<file path="config.mk">
export PLATFORM = sky130hd
export DESIGN_NAME = text_line_number_squeeze_filter_flat
export DESIGN_NICKNAME = d
export VERILOG_FILES = /design/src/rtl/tlnsf_pkg.sv /design/src/rtl/tlnsf_if.sv /design/src/rtl/tlnsf_queue.sv /design/src/rtl/tlnsf_front.sv /design/src/rtl/tlnsf_back.sv /design/src/rtl/text_line_number_squeeze_filter.sv /design/src/flat_wrapper.sv
export VERILOG_INCLUDE_DIRS = /design/src /design/src/rtl
export SDC_FILE = /design/constraint.sdc
export NUM_CORES = 1
export LEC_CHECK = 0
export BUFFER_PORTS_ARGS = -buffer_cell sky130_fd_sc_hd__buf_4
export CAP_MARGIN = 20
export CORE_MARGIN = 2
export CORE_UTILIZATION = 58
export DETAILED_ROUTE_END_ITERATION = 10
export PLACE_DENSITY = 0.73
export SETUP_SLACK_MARGIN = 0.5
export SLEW_MARGIN = 40
export SYNTH_ARGS = -nofsm -noshare
export SYNTH_HDL_FRONTEND = slang
export SYNTH_HIERARCHICAL = 1
export SYNTH_SLANG_ARGS = --single-unit
</file>
<file path="constraint.sdc">
create_clock -name clk -period 3.9 [get_ports clk]
set_input_delay 0 -clock clk [delete_from_list [all_inputs] [get_ports clk]]
set_output_delay 0 -clock clk [all_outputs]
set_load 0.05 [all_outputs]
</file>
<file path="src/rtl/text_line_number_squeeze_filter_defines.svh">
// ---------------------------------------------------------------------------
// Assertion macros for the line number and squeeze filter
// Concurrent checks clocked on clk and disabled while arst_n is low.
// ---------------------------------------------------------------------------
`ifndef TEXT_LINE_NUMBER_SQUEEZE_FILTER_DEFINES_SVH
`define TEXT_LINE_NUMBER_SQUEEZE_FILTER_DEFINES_SVH

`ifndef SYNTHESIS
`define TLNSF_ASSERT_IMPL(lbl, ante, cons, msg) \
	lbl: assert property (@(posedge clk) disable iff (!arst_n) (ante) |-> (cons)) \
	else $error(msg);
`define TLNSF_ASSERT_NEXT(lbl, ante, cons, msg) \
	lbl: assert property (@(posedge clk) disable iff (!arst_n) (ante) |=> (cons)) \
	else $error(msg);
`else
`define TLNSF_ASSERT_IMPL(lbl, ante, cons, msg)
`define TLNSF_ASSERT_NEXT(lbl, ante, cons, msg)
`endif

`endif

</file>
<file path="src/rtl/tlnsf_pkg.sv">
`timescale 1ns / 1ps
// ---------------------------------------------------------------------------
// tlnsf_pkg
// Shared constants, register codes and queue entry type.
// ---------------------------------------------------------------------------
package tlnsf_pkg;

	localparam int NUMBER_DIGITS_DEF = 6;
	localparam int QUEUE_DEPTH_DEF   = 4;
	localparam int CFG_INDEX_W       = 2;
	localparam int CFG_DATA_W        = 1;

	typedef enum logic [CFG_INDEX_W-1:0] {
		REG_NUMBER_LINES = 2'd0,
		REG_SKIP_EMPTY   = 2'd1,
		REG_SQUEEZE      = 2'd2,
		REG_RESTART      = 2'd3
	} cfg_reg_t;

	localparam logic [7:0] CHAR_NEWLINE = 8'd10;
	localparam logic [7:0] CHAR_TAB     = 8'd9;
	localparam logic [7:0] CHAR_SPACE   = 8'd32;
	localparam logic [7:0] CHAR_ZERO    = 8'd48;

	// control part of one queued command; the BCD digits travel beside it
	typedef struct packed {
		logic       number;
		logic [7:0] text_byte;
	} cmd_ctl_t;

endpackage

</file>
<file path="src/rtl/tlnsf_if.sv">
`timescale 1ns / 1ps
// ---------------------------------------------------------------------------
// tlnsf_if
// Valid/ready channels for text input and filtered output.
// ---------------------------------------------------------------------------
interface tlnsf_in_if ();
	logic       valid;
	logic       ready;
	logic [7:0] text_byte;
	logic       file_start;

	modport source (output valid, output text_byte, output file_start, input ready);
	modport sink (input valid, input text_byte, input file_start, output ready);
endinterface

interface tlnsf_out_if ();
	logic       valid;
	logic       ready;
	logic [7:0] out_byte;
	logic       run_end;

	modport source (output valid, output out_byte, output run_end, input ready);
	modport sink (input valid, input out_byte, input run_end, output ready);
endinterface

</file>
<file path="src/rtl/tlnsf_queue.sv">
`timescale 1ns / 1ps
// ---------------------------------------------------------------------------
// tlnsf_queue
// Small register FIFO between front and back end.
// ---------------------------------------------------------------------------
module tlnsf_queue #(
	parameter int WIDTH = 16,
	parameter int DEPTH = 4
) (
	input  logic             clk,
	input  logic             arst_n,
	input  logic             push,
	input  logic [WIDTH-1:0] push_data,
	output logic             full,
	input  logic             pop,
	output logic [WIDTH-1:0] pop_data,
	output logic             valid
);
	localparam int AW = (DEPTH > 1) ? $clog2(DEPTH) : 1;
	localparam int CW = $clog2(DEPTH + 1);

	logic [WIDTH-1:0] mem_q [DEPTH];
	logic [AW-1:0]    wr_ptr_q;
	logic [AW-1:0]    rd_ptr_q;
	logic [CW-1:0]    count_q;

	assign full     = (count_q == CW'(DEPTH));
	assign valid    = (count_q != '0);
	assign pop_data = mem_q[rd_ptr_q];

	always_ff @(posedge clk) begin
		if (push) begin
			mem_q[wr_ptr_q] <= push_data;
		end
	end

	always_ff @(posedge clk or negedge arst_n) begin
		if (!arst_n) begin
			wr_ptr_q <= '0;
			rd_ptr_q <= '0;
			count_q  <= '0;
		end else begin
			if (push) begin
				wr_ptr_q <= (wr_ptr_q == AW'(DEPTH - 1)) ? '0 : wr_ptr_q + AW'(1);
			end
			if (pop) begin
				rd_ptr_q <= (rd_ptr_q == AW'(DEPTH - 1)) ? '0 : rd_ptr_q + AW'(1);
			end
			if (push && !pop) begin
				count_q <= count_q + CW'(1);
			end else if (pop && !push) begin
				count_q <= count_q - CW'(1);
			end
		end
	end
endmodule

</file>
<file path="src/rtl/tlnsf_front.sv">
`timescale 1ns / 1ps
// ---------------------------------------------------------------------------
// tlnsf_front
// Classifies each byte: line start, blank run, drop; keeps the BCD counter.
// ---------------------------------------------------------------------------
module tlnsf_front
	import tlnsf_pkg::*;
#(
	parameter int NUMBER_DIGITS = NUMBER_DIGITS_DEF
) (
	input  logic                       clk,
	input  logic                       arst_n,
	tlnsf_in_if.sink                   text,
	input  logic                       cfg_we,
	input  logic [CFG_INDEX_W-1:0]     cfg_index,
	input  logic [CFG_DATA_W-1:0]      cfg_data,
	output logic                       cmd_push,
	output cmd_ctl_t                   cmd_ctl,
	output logic [4*NUMBER_DIGITS-1:0] cmd_digits,
	input  logic                       cmd_full
);
	localparam int BW = 4 * NUMBER_DIGITS;
	localparam logic [BW-1:0] BCD_ONE = BW'(1);

	logic          number_lines_q;
	logic          skip_empty_q;
	logic          squeeze_q;
	logic          restart_q;
	logic          prev_newline_q;
	logic [1:0]    blank_run_q;
	logic [BW-1:0] count_q;

	logic          accept;
	logic          is_nl;
	logic          line_prev;
	logic [BW-1:0] count_base;
	logic [1:0]    blank_next;
	logic          keep;
	logic          line_start;

	// saturating BCD increment, ripple over the digits
	function automatic logic [BW-1:0] bcd_inc(input logic [BW-1:0] v);
		logic [BW-1:0] r;
		logic          carry;
		logic          sat;
		r     = v;
		carry = 1'b1;
		sat   = 1'b1;
		for (int i = 0; i < NUMBER_DIGITS; i++) begin
			if (v[4*i +: 4] != 4'd9) sat = 1'b0;
			if (carry) begin
				if (v[4*i +: 4] >= 4'd9) begin
					r[4*i +: 4] = 4'd0;
				end else begin
					r[4*i +: 4] = v[4*i +: 4] + 4'd1;
					carry       = 1'b0;
				end
			end
		end
		return sat ? v : r;
	endfunction

	assign text.ready = !cmd_full;
	assign accept     = text.valid && !cmd_full;
	assign is_nl      = (text.text_byte == CHAR_NEWLINE);
	assign line_prev  = text.file_start || prev_newline_q;
	assign count_base = (text.file_start && restart_q) ? BCD_ONE : count_q;

	always_comb begin
		if (line_prev && is_nl) begin
			blank_next = (blank_run_q == 2'd2) ? 2'd2 : blank_run_q + 2'd1;
		end else begin
			blank_next = 2'd0;
		end
	end

	assign keep       = !squeeze_q || (blank_next != 2'd2);
	assign line_start = keep && line_prev && !(is_nl && skip_empty_q);

	assign cmd_push            = accept && keep;
	assign cmd_ctl.number      = line_start && number_lines_q;
	assign cmd_ctl.text_byte   = text.text_byte;
	assign cmd_digits          = count_base;

	always_ff @(posedge clk or negedge arst_n) begin
		if (!arst_n) begin
			number_lines_q <= 1'b0;
			skip_empty_q   <= 1'b0;
			squeeze_q      <= 1'b0;
			restart_q      <= 1'b0;
		end else if (cfg_we) begin
			unique case (cfg_reg_t'(cfg_index))
				REG_NUMBER_LINES: number_lines_q <= cfg_data[0];
				REG_SKIP_EMPTY:   skip_empty_q   <= cfg_data[0];
				REG_SQUEEZE:      squeeze_q      <= cfg_data[0];
				REG_RESTART:      restart_q      <= cfg_data[0];
				default: ;
			endcase
		end
	end

	always_ff @(posedge clk or negedge arst_n) begin
		if (!arst_n) begin
			prev_newline_q <= 1'b0;
			blank_run_q    <= 2'd0;
			count_q        <= BCD_ONE;
		end else if (accept) begin
			prev_newline_q <= is_nl;
			blank_run_q    <= blank_next;
			count_q        <= line_start ? bcd_inc(count_base) : count_base;
		end
	end
endmodule

</file>
<file path="src/rtl/tlnsf_back.sv">
`timescale 1ns / 1ps
// ---------------------------------------------------------------------------
// tlnsf_back
// Expands one command into its text byte, after number digits and a tab if numbered.
// ---------------------------------------------------------------------------
module tlnsf_back
	import tlnsf_pkg::*;
#(
	parameter int NUMBER_DIGITS = NUMBER_DIGITS_DEF
) (
	input  logic                       clk,
	input  logic                       arst_n,
	input  logic                       cmd_valid,
	input  cmd_ctl_t                   cmd_ctl,
	input  logic [4*NUMBER_DIGITS-1:0] cmd_digits,
	output logic                       cmd_pop,
	tlnsf_out_if.source                listing
);
	localparam int BW = 4 * NUMBER_DIGITS;
	localparam int PW = $clog2(NUMBER_DIGITS + 2);
	localparam logic [PW-1:0] TAB_POS  = PW'(NUMBER_DIGITS);
	localparam logic [PW-1:0] LAST_POS = PW'(NUMBER_DIGITS + 1);

	logic                     busy_q;
	logic [PW-1:0]            pos_q;
	cmd_ctl_t                 ctl_q;
	logic [BW-1:0]            digits_q;

	logic                     xfer;
	logic                     last;
	logic [NUMBER_DIGITS-1:0] blank;
	logic                     lead;
	logic [3:0]               d;
	logic [7:0]               char_sel;

	assign xfer    = busy_q && listing.ready;
	assign last    = (pos_q == LAST_POS);
	assign cmd_pop = cmd_valid && (!busy_q || (xfer && last));

	// leading zeros print as spaces, the units digit always prints
	always_comb begin
		lead  = 1'b1;
		blank = '0;
		for (int i = NUMBER_DIGITS - 1; i >= 0; i--) begin
			if (digits_q[4*i +: 4] != 4'd0) lead = 1'b0;
			blank[i] = lead && (i != 0);
		end
	end

	always_comb begin
		char_sel = ctl_q.text_byte;
		d        = 4'd0;
		if (pos_q == TAB_POS) char_sel = CHAR_TAB;
		for (int i = 0; i < NUMBER_DIGITS; i++) begin
			if (pos_q == PW'(i)) begin
				d = digits_q[4*(NUMBER_DIGITS-1-i) +: 4];
				if (d > 4'd9) d = 4'd9;
				char_sel = blank[NUMBER_DIGITS-1-i] ? CHAR_SPACE : (CHAR_ZERO | {4'd0, d});
			end
		end
	end

	assign listing.valid    = busy_q;
	assign listing.run_end  = last;
	assign listing.out_byte = char_sel;

	always_ff @(posedge clk) begin
		if (cmd_pop) begin
			ctl_q    <= cmd_ctl;
			digits_q <= cmd_digits;
		end
	end

	always_ff @(posedge clk or negedge arst_n) begin
		if (!arst_n) begin
			busy_q <= 1'b0;
			pos_q  <= '0;
		end else if (cmd_pop) begin
			busy_q <= 1'b1;
			pos_q  <= cmd_ctl.number ? '0 : LAST_POS;
		end else if (xfer) begin
			if (last) begin
				busy_q <= 1'b0;
			end else begin
				pos_q <= pos_q + PW'(1);
			end
		end
	end
endmodule

</file>
<file path="src/rtl/text_line_number_squeeze_filter.sv">
`timescale 1ns / 1ps
// ---------------------------------------------------------------------------
// text_line_number_squeeze_filter
// Line numbering and blank squeezing filter for a text byte stream.
// ---------------------------------------------------------------------------
// Usage:
//  - text: one transfer per text byte, file_start marks a file's first byte.
//  - listing: the filtered bytes; run_end flags the last byte caused by one
//    input byte. A squeezed newline causes no output transfer at all.
//  - cfg_we/cfg_index/cfg_data: register writes, only while the block idles.
// Timing:
//  - The front end classifies a byte and updates the line counter in the
//    cycle it is taken, so text accepts one byte per cycle while the queue
//    has room.
//  - An input byte's command passes through a queue entry and then the
//    back end's command registers before its first output transfer.
//  - The back end sends one byte per cycle while listing is ready: one byte
//    for a plain byte, and NUMBER_DIGITS+2 bytes for a numbered line start;
//    that output port sets the sustained rate.
//  - QUEUE_DEPTH commands absorb line-start bursts; a stalled listing fills
//    the queue and then drops text.ready.
// Reset: counter back to one, all options off, queue emptied; no sweep.
// ---------------------------------------------------------------------------
`include "text_line_number_squeeze_filter_defines.svh"

module text_line_number_squeeze_filter
	import tlnsf_pkg::*;
#(
	parameter int NUMBER_DIGITS = NUMBER_DIGITS_DEF,
	parameter int QUEUE_DEPTH   = QUEUE_DEPTH_DEF
) (
	input  logic                   clk,
	input  logic                   arst_n,
	tlnsf_in_if.sink               text,
	tlnsf_out_if.source            listing,
	input  logic                   cfg_we,
	input  logic [CFG_INDEX_W-1:0] cfg_index,
	input  logic [CFG_DATA_W-1:0]  cfg_data
);
	localparam int BW = 4 * NUMBER_DIGITS;
	localparam int CTL_W = $bits(cmd_ctl_t);
	localparam int QW = BW + CTL_W;

	// front end -> queue
	logic           q_push;
	logic           q_full;
	cmd_ctl_t       f_ctl;
	logic [BW-1:0]  f_digits;

	// queue -> back end
	logic           q_pop;
	logic           q_valid;
	logic [QW-1:0]  q_out;
	cmd_ctl_t       b_ctl;
	logic [BW-1:0]  b_digits;

	tlnsf_front #(
		.NUMBER_DIGITS (NUMBER_DIGITS)
	) u_front (
		.clk        (clk),
		.arst_n     (arst_n),
		.text       (text),
		.cfg_we     (cfg_we),
		.cfg_index  (cfg_index),
		.cfg_data   (cfg_data),
		.cmd_push   (q_push),
		.cmd_ctl    (f_ctl),
		.cmd_digits (f_digits),
		.cmd_full   (q_full)
	);

	// one entry = counter snapshot + control
	tlnsf_queue #(
		.WIDTH (QW),
		.DEPTH (QUEUE_DEPTH)
	) u_queue (
		.clk       (clk),
		.arst_n    (arst_n),
		.push      (q_push),
		.push_data ({f_digits, f_ctl}),
		.full      (q_full),
		.pop       (q_pop),
		.pop_data  (q_out),
		.valid     (q_valid)
	);

	assign b_ctl    = cmd_ctl_t'(q_out[CTL_W-1:0]);
	assign b_digits = q_out[QW-1 -: BW];

	tlnsf_back #(
		.NUMBER_DIGITS (NUMBER_DIGITS)
	) u_back (
		.clk        (clk),
		.arst_n     (arst_n),
		.cmd_valid  (q_valid),
		.cmd_ctl    (b_ctl),
		.cmd_digits (b_digits),
		.cmd_pop    (q_pop),
		.listing    (listing)
	);

	// checks
	`TLNSF_ASSERT_IMPL(a_push_has_room, q_push, !q_full, "command pushed into full queue")
	`TLNSF_ASSERT_IMPL(a_pop_has_data, q_pop, q_valid, "command popped from empty queue")
	`TLNSF_ASSERT_IMPL(a_text_queued, text.valid && text.ready && (text.text_byte != CHAR_NEWLINE), q_push, "non-newline byte was dropped")
	`TLNSF_ASSERT_NEXT(a_run_continues, listing.valid && listing.ready && !listing.run_end, listing.valid, "output run broken before run_end")
endmodule

</file>
<file path="src/flat_wrapper.sv">
// flat-port wrapper written by rule: the top's interface ports become plain ports
module text_line_number_squeeze_filter_flat import tlnsf_pkg::*;
#(
	parameter int NUMBER_DIGITS = NUMBER_DIGITS_DEF,
	parameter int QUEUE_DEPTH   = QUEUE_DEPTH_DEF
)
  (clk, arst_n, cfg_we, cfg_index, cfg_data, text_valid, text_text_byte, text_file_start, text_ready, listing_valid, listing_out_byte, listing_run_end, listing_ready);
  tlnsf_in_if text_i ();
  tlnsf_out_if listing_i ();
  input  logic clk;
  input  logic arst_n;
  input  logic cfg_we;
  input  logic [CFG_INDEX_W-1:0] cfg_index;
  input  logic [CFG_DATA_W-1:0] cfg_data;
  input wire logic [$bits(text_i.valid)-1:0] text_valid;
  input wire logic [$bits(text_i.text_byte)-1:0] text_text_byte;
  input wire logic [$bits(text_i.file_start)-1:0] text_file_start;
  output wire logic [$bits(text_i.ready)-1:0] text_ready;
  output wire logic [$bits(listing_i.valid)-1:0] listing_valid;
  output wire logic [$bits(listing_i.out_byte)-1:0] listing_out_byte;
  output wire logic [$bits(listing_i.run_end)-1:0] listing_run_end;
  input wire logic [$bits(listing_i.ready)-1:0] listing_ready;
  assign text_i.valid = text_valid;
  assign text_i.text_byte = text_text_byte;
  assign text_i.file_start = text_file_start;
  assign text_ready = text_i.ready;
  assign listing_valid = listing_i.valid;
  assign listing_out_byte = listing_i.out_byte;
  assign listing_run_end = listing_i.run_end;
  assign listing_i.ready = listing_ready;
  text_line_number_squeeze_filter #(.NUMBER_DIGITS(NUMBER_DIGITS), .QUEUE_DEPTH(QUEUE_DEPTH)) u_core (.clk(clk), .arst_n(arst_n), .text(text_i), .listing(listing_i), .cfg_we(cfg_we), .cfg_index(cfg_index), .cfg_data(cfg_data));
endmodule
</file>
==> run_results.csv, run 1 <==
group,metric,value,unit
status,status,"complete, no violations",
floorplan,dieArea,17600,um^2
routing,drc,0,
critical_path,required,4260,ps
routing,wl_per_cell,21.8,um
worst_hold_path,hold_class,"input pin to async pin",
logic_synthesis,synth.distinct_cells,80,
clock_tree,clk_pin_slew,60,ps
job,maxCapViolCount,0,
routing,first_pass_iters,4,
logic_synthesis,synth_seq_area_share,62.2,%
sta,drv_slew,0,
sta,max_freq,345,MHz
routing,vias_per_cell,6.15,
floorplan,die_h,133,um
clock_tree,cts_tree,"built",
sta,fin_hold_ws,46.5,ps
global_routing,grt_max_degree,43,
layout,mostFrequentLayoutCell,"edfxtp_1",
clock_tree,cts_made_buffers,21,
sta,tns,0,ps
layout,mostFrequentLayoutCells,"164 x edfxtp_1, 47 x nand2_1, 40 x buf_4, 40 x dfrtp_1, 37 x inv_1",
global_routing,first_global_vias,6022,
clock_tree,clkSinkCount,206,
clock_tree,h-tree-depth,1,
routing,drt_iter0_markers,512,
layout,fillCellCount,1136,
critical_path,cp.arrival,3250,ps
clock_tree,clk_path_buf_depth,3,
routing,vias,5798,
routing,detail-route-antenna-nets,0,
floorplan,die_w,133,um
logic_synthesis,avgSynthCellArea,14.5,um^2
critical_path,crit_path_end_kind,"register",
routing,wl,20.6,mm
place,finalWeightedCongestion,0.917,
logic_synthesis,yosysTopAreaCellShare,51.3,%
place,io_buffers,27,
sta,worst_slew_pin_slew,795,ps
critical_path,cp-start-kind,"register",
logic_synthesis,synth_ff_type,"edfxtp_1",
critical_path,worst-path-max-fanout,26,
critical_path,startpoint,"u_core/u_front/restart_q",
layout,final_layout_size_suffix_gt1_share,18.7,%
sta,finalCritPeriodShare,74.3,%
floorplan,core_area,16400,um^2
logic_synthesis,synth_warnings,6,
global_routing,track_usage,24.0,%
logic_synthesis,synth.area.top_cells,"edfxtp_1 51%, dfrtp_1 11%, mux4_2 6.6%, ha_1 3.8%, nand2_1 1.9%",
sta,finalCriticalPeriod,2900,ps
sta,rsz0062_at_grt,"false",
critical_path,critPathKind,"register to register",
logic_synthesis,ys_seq_elements,206,
logic_synthesis,syn-num-nets,708,
clock_tree,root_buffer,"clkbuf_16",
pwr,ir_drop,0.413,mV
floorplan,start_util,58.6,%
sta,finalSetupViolCount,0,
layout,antenna_cells,0,
layout,fin_util,65.9,%
pwr,finalPower,7.49,mW
floorplan,pin_count,28,
logic_synthesis,syn_inst,661,
logic_synthesis,synth_edf_count,164,
global_routing,grt_overflow,0,
clock_tree,cts_setup_buffers,0,
floorplan,std_cell_rows,47,
pwr,cellLeakagePower,3.89,nW
pwr,p_per_area,693,nW/um^2
sta,finClkSkew,8.71,ps
logic_synthesis,mappedNetlistArea,9610,um^2
layout,area.growth.synth_to_final,12.5,%
global_routing,antenna_found_initial,0,
layout,finalNetCount,754,
clock_tree,clkLatencyLatePin,490,ps
critical_path,worstReg2RegStart,"u_core/u_front/restart_q",
logic_synthesis,synthArstFlopShare,20.4,%
place,dp_hpwl,13.6,mm
sta,hold_viol,0,
sta,slew_headroom,46.9,%
global_routing,grt_pass1_wl,33.0,mm
logic_synthesis,yosysTopAreaCell,"edfxtp_1",
[cell families (layout without fill, tap and decap cells)]
kind of cell / count (synthesis) / after routing / share of synthesized area, %
AND/OR/NAND/NOR: 197 / 197 / 12.0
XOR/XNOR: 3 / 3 / 0.273
adder cells (fa/ha/maj): 30 / 30 / 3.98
AO/OA/AOI/OAI: 105 / 105 / 7.70
buffers and inverters: 73 / 134 / 4.35
flip-flops: 206 / 206 / 62.2
multiplexers: 47 / 47 / 9.54
[Yosys cell counts (9+ instances only)]
master and instances:
nor4_1 10, nand3_1 14, buf_4 9, edfxtp_1 164, inv_1 37, nand2_1 48, mux4_2 28, buf_2 13
dfrtp_1 41, nor2b_1 9, nor3_1 10, and2_1 19, nor2_1 22, ha_1 29, o21ai_0 30
[flip-flops by register name, summed over array words and instances (netlist names)]
register                       flops
u_core/u_back/ctl_q                8
u_core/u_back/digits_q            24
u_core/u_back/listing.valid        1
u_core/u_back/pos_q                3
u_core/u_front/blank_run_q         2
u_core/u_front/count_q            24
u_core/u_front/number_lines_q      1
u_core/u_front/prev_newline_q      1
u_core/u_front/restart_q           1
u_core/u_front/skip_empty_q        1
u_core/u_front/squeeze_q           1
u_core/u_queue/count_q             3
u_core/u_queue/mem_q             132
u_core/u_queue/rd_ptr_q            2
u_core/u_queue/wr_ptr_q            2
[repair_timing]
item                                    in CTS  in global routing
gates resized for setup                      0                  0
endpoints found under the setup margin       0                  0
endpoints found under the hold margin       90                  0
hold buffers                                18                  0
[metrics by stage]
| stage | cell area (um^2) | cells | setup WS (ps) |
|---|---|---|---|
| floorplan | 9610 | 661 | 946 |
| finish | 10800 | 942 | 1000 |
| detailed placement | 9930 | 886 | 814 |
| CTS | 10800 | 942 | 830 |
| global placement | 9910 | 885 | 970 |
| global route | 10800 | 942 | 874 |
[power breakdown]
group | leakage, nW | internal, mW | total [mW] | switching, mW
Clock | 0.336 | 1.18 | 1.98 | 0.797
Combinational | 1.56 | 0.923 | 2.27 | 1.35
Sequential | 2.00 | 2.95 | 3.24 | 0.294
[critical path, stage by stage (launching register included)]
cell and delay (ps):
dfrtp_1 390, nand2_2 370, and2_1 330, inv_1 110, ha_1 180, or3b_2 190
nand4b_1 180, or4_1 590, nor4_1 290, o211ai_1 130
[path summary, 6_finish.rpt]
path                       slack [ps]                            end  depth (start not counted)
max in group asynchronous        3370     u_core/u_queue/rd_ptr_q[0]                          2
min reg2reg                       510      u_core/u_queue/count_q[2]                          1
max reg2reg                      1000     u_core/u_front/count_q[23]                          9
min in group clk                   50  u_core/u_front/prev_newline_q                          4
max                              1000     u_core/u_front/count_q[23]                          9
min                                50     u_core/u_front/count_q[14]                          2
[final cells by class]
class / instances / area [um^2] / share of cell area, %
clock buffer: 26 / 574 / 5.31
clock inverter: 12 / 119 / 1.10
inverter: 37 / 139 / 1.29
multi-input combinational: 382 / 3230 / 29.9
sequential: 206 / 5980 / 55.3
tap: 220 / 275 / 2.55
timing repair buffer: 59 / 492 / 4.55
[routing by layer]
layer	global-route usage (%)	up-vias	routed length, um
li1	-	2649	-
met1	33.5	2935	8730
met2	40.5	181	10400
met3	3.33	33	1050
met4	6.21	0	362
met5	0	-	0
(Power assumes the default switching activity.)
==> run 2, diff against run 1 <==
Clock period 3.9 ns to 2.9 ns, I/O delays scaled along.
==> run 2 against run 1 <==
Count of clock-buffer cells in the layout grew 3. Sequential power grew 35%. Combinational power grew 61%.
==> run_results.csv, run 2 (synthesized netlist as in run 1, its figures left out) <==
group,metric,value,unit
global_routing,first_global_vias,6166,
critical_path,critPathKind,"register to register",
routing,detail-route-antenna-nets,0,
floorplan,core_area,16400,um^2
sta,finClkSkew,17.1,ps
sta,drv_slew,0,
clock_tree,h-tree-depth,1,
place,finalWeightedCongestion,0.850,
sta,finalSetupViolCount,0,
critical_path,r2r_end,"u_core/u_front/count_q[22]",
clock_tree,clkSinkCount,206,
layout,largest_reg_flops,132,
routing,drc,0,
place,io_buffers,27,
clock_tree,clk_path_buf_depth,3,
floorplan,die_h,133,um
pwr,ir_drop,0.704,mV
routing,first_pass_iters,5,
routing,wl_per_cell,22.4,um
layout,reg_top3,"u_core/u_queue/mem_q: 132 flops, u_core/u_back/digits_q: 24 flops, u_core/u_front/count_q: 24 flops",
layout,finalNetCount,789,
routing,wl,21.9,mm
clock_tree,root_buffer,"clkbuf_16",
critical_path,required,3310,ps
critical_path,r2r_setup_slack,450,ps
layout,mostFrequentLayoutCells,"164 x edfxtp_1, 69 x buf_4, 44 x nand2_1",
layout,antenna_cells,0,
layout,regArea,5980,um^2
critical_path,startpoint,"u_core/u_front/restart_q",
sta,tns,0,ps
floorplan,std_cell_rows,47,
layout,top_register,"u_core/u_queue/mem_q",
clock_tree,clkLatencyLatePin,500,ps
global_routing,grt_pass1_wl,33.5,mm
layout,final_layout_size_suffix_gt1_share,29.7,%
floorplan,die_w,133,um
sta,fin_hold_ws,42.3,ps
routing,vias,6155,
place,pre_cts_slack,153,ps
global_routing,grt_overflow,0,
sta,worst_slew_pin_slew,648,ps
pwr,cellLeakagePower,4.15,nW
layout,fillCellCount,1042,
critical_path,cp.arrival,2870,ps
critical_path,rr_worst_depth,10,
layout,multiInputGateArea,3630,um^2
clock_tree,cts_tree,"built",
status,status,"complete, no violations",
sta,finalCritPeriodShare,84.5,%
layout,mostFrequentLayoutCell,"edfxtp_1",
floorplan,dieArea,17600,um^2
floorplan,start_util,58.6,%
sta,finalCriticalPeriod,2450,ps
job,maxCapViolCount,0,
floorplan,pin_count,28,
sta,fin_ws,449,ps
sta,hold_viol,0,
global_routing,antenna_found_initial,0,
critical_path,cp-start-kind,"register",
pwr,p_per_area,941,nW/um^2
place,dp_hpwl,13.5,mm
critical_path,crit_path_end_kind,"register",
clock_tree,cts_made_buffers,22,
layout,area.growth.synth_to_final,20.0,%
global_routing,track_usage,24.5,%
critical_path,worstReg2RegStart,"u_core/u_front/restart_q",
critical_path,worst-path-max-fanout,6,
routing,vias_per_cell,6.29,
sta,rsz0062_at_grt,"true",
sta,slew_headroom,56.8,%
routing,drt_iter0_markers,530,
worst_hold_path,hold_class,"input pin to async pin",
global_routing,grt_max_degree,43,
clock_tree,clk_pin_slew,60,ps
sta,max_freq,408,MHz
## run 2: cell count changes in the layout (fill, tap and decap cells not counted), moves of 5 or more
| cell | before | now |
|---|---|---|
| buf_4 | 40 | 69 |
| inv_1 | 37 | 29 |
| ha_1 | 29 | 22 |
| inv_2 | 0 | 6 |
| nor4_1 | 10 | 4 |
| and2_1 | 19 | 14 |
| and2_4 | 0 | 5 |
| clkbuf_1 | 2 | 7 |
| ha_4 | 0 | 5 |
## run 2: metrics by stage
step | std cells | cell area [um^2] | utilization (%) | power, mW
6_report | 978 | 11500 | 70.3 | 10.9
5_1_grt | 978 | 11500 | 70.3 | 11.3
4_1_cts | 953 | 11100 | 67.5 | 10.5
3_5_place_dp | 888 | 9990 | 60.9 | 7.50
3_3_place_gp | 888 | 9990 | 60.9 | 7.36
2_1_floorplan | 661 | 9670 | - | 6.68
## run 2: power breakdown
group	total, mW	internal [mW]	leakage (nW)	switching (mW)
combinational	3.65	1.58	1.80	2.07
sequential	4.36	3.97	2.00	0.388
clock	2.84	1.76	0.358	1.08
## run 2: routing by layer
layer | vias up | wire length (um) | global-route usage, %
met5 | - | 0 | 0
met4 | 0 | 822 | 7.41
met3 | 75 | 1390 | 3.10
met2 | 263 | 10900 | 42.1
met1 | 3094 | 8800 | 33.1
li1 | 2723 | - | -
## run 2: worst max-delay path: stages (launching register included)
cell and delay [ps]:
dfrtp_2 490, nand2_8 130, and2_4 180, inv_1 60, ha_1 180, or3b_4 370, nand4b_1 170, buf_4 160
nor3_1 60, a211oi_1 320, a2bb2oi_1 230
## run 2: cell type report
cell class,instances,share of cell area [%]
repair buffers,91,6.52
well taps,220,2.39
flip-flops and latches,206,51.9
clock buffers,29,5.00
clock inverters,11,1.44
multi-input cells,384,31.5
inverters,37,1.27
## run 2: worst max-delay path by stage
stage / to / slack, ps / depth (start not counted)
detailed placement: u_core/u_front/count_q[21] / 150 / 9
CTS: listing_out_byte[2] / 490 / 7
finish: u_core/u_front/count_q[22] / 450 / 10
floorplan: u_core/u_queue/count_q[1] / 380 / 9
global placement: u_core/u_front/count_q[21] / 290 / 9
global route: u_core/u_front/count_q[22] / 330 / 9
## run 2: timing repair
action	4_1_cts	5_1_grt
resized for setup	24	52
gates cloned	1	1
endpoints found under the setup margin	32	32
hold buffers	18	0
endpoints found under the hold margin	84	0
buffers inserted	6	24
pin swaps	2	11
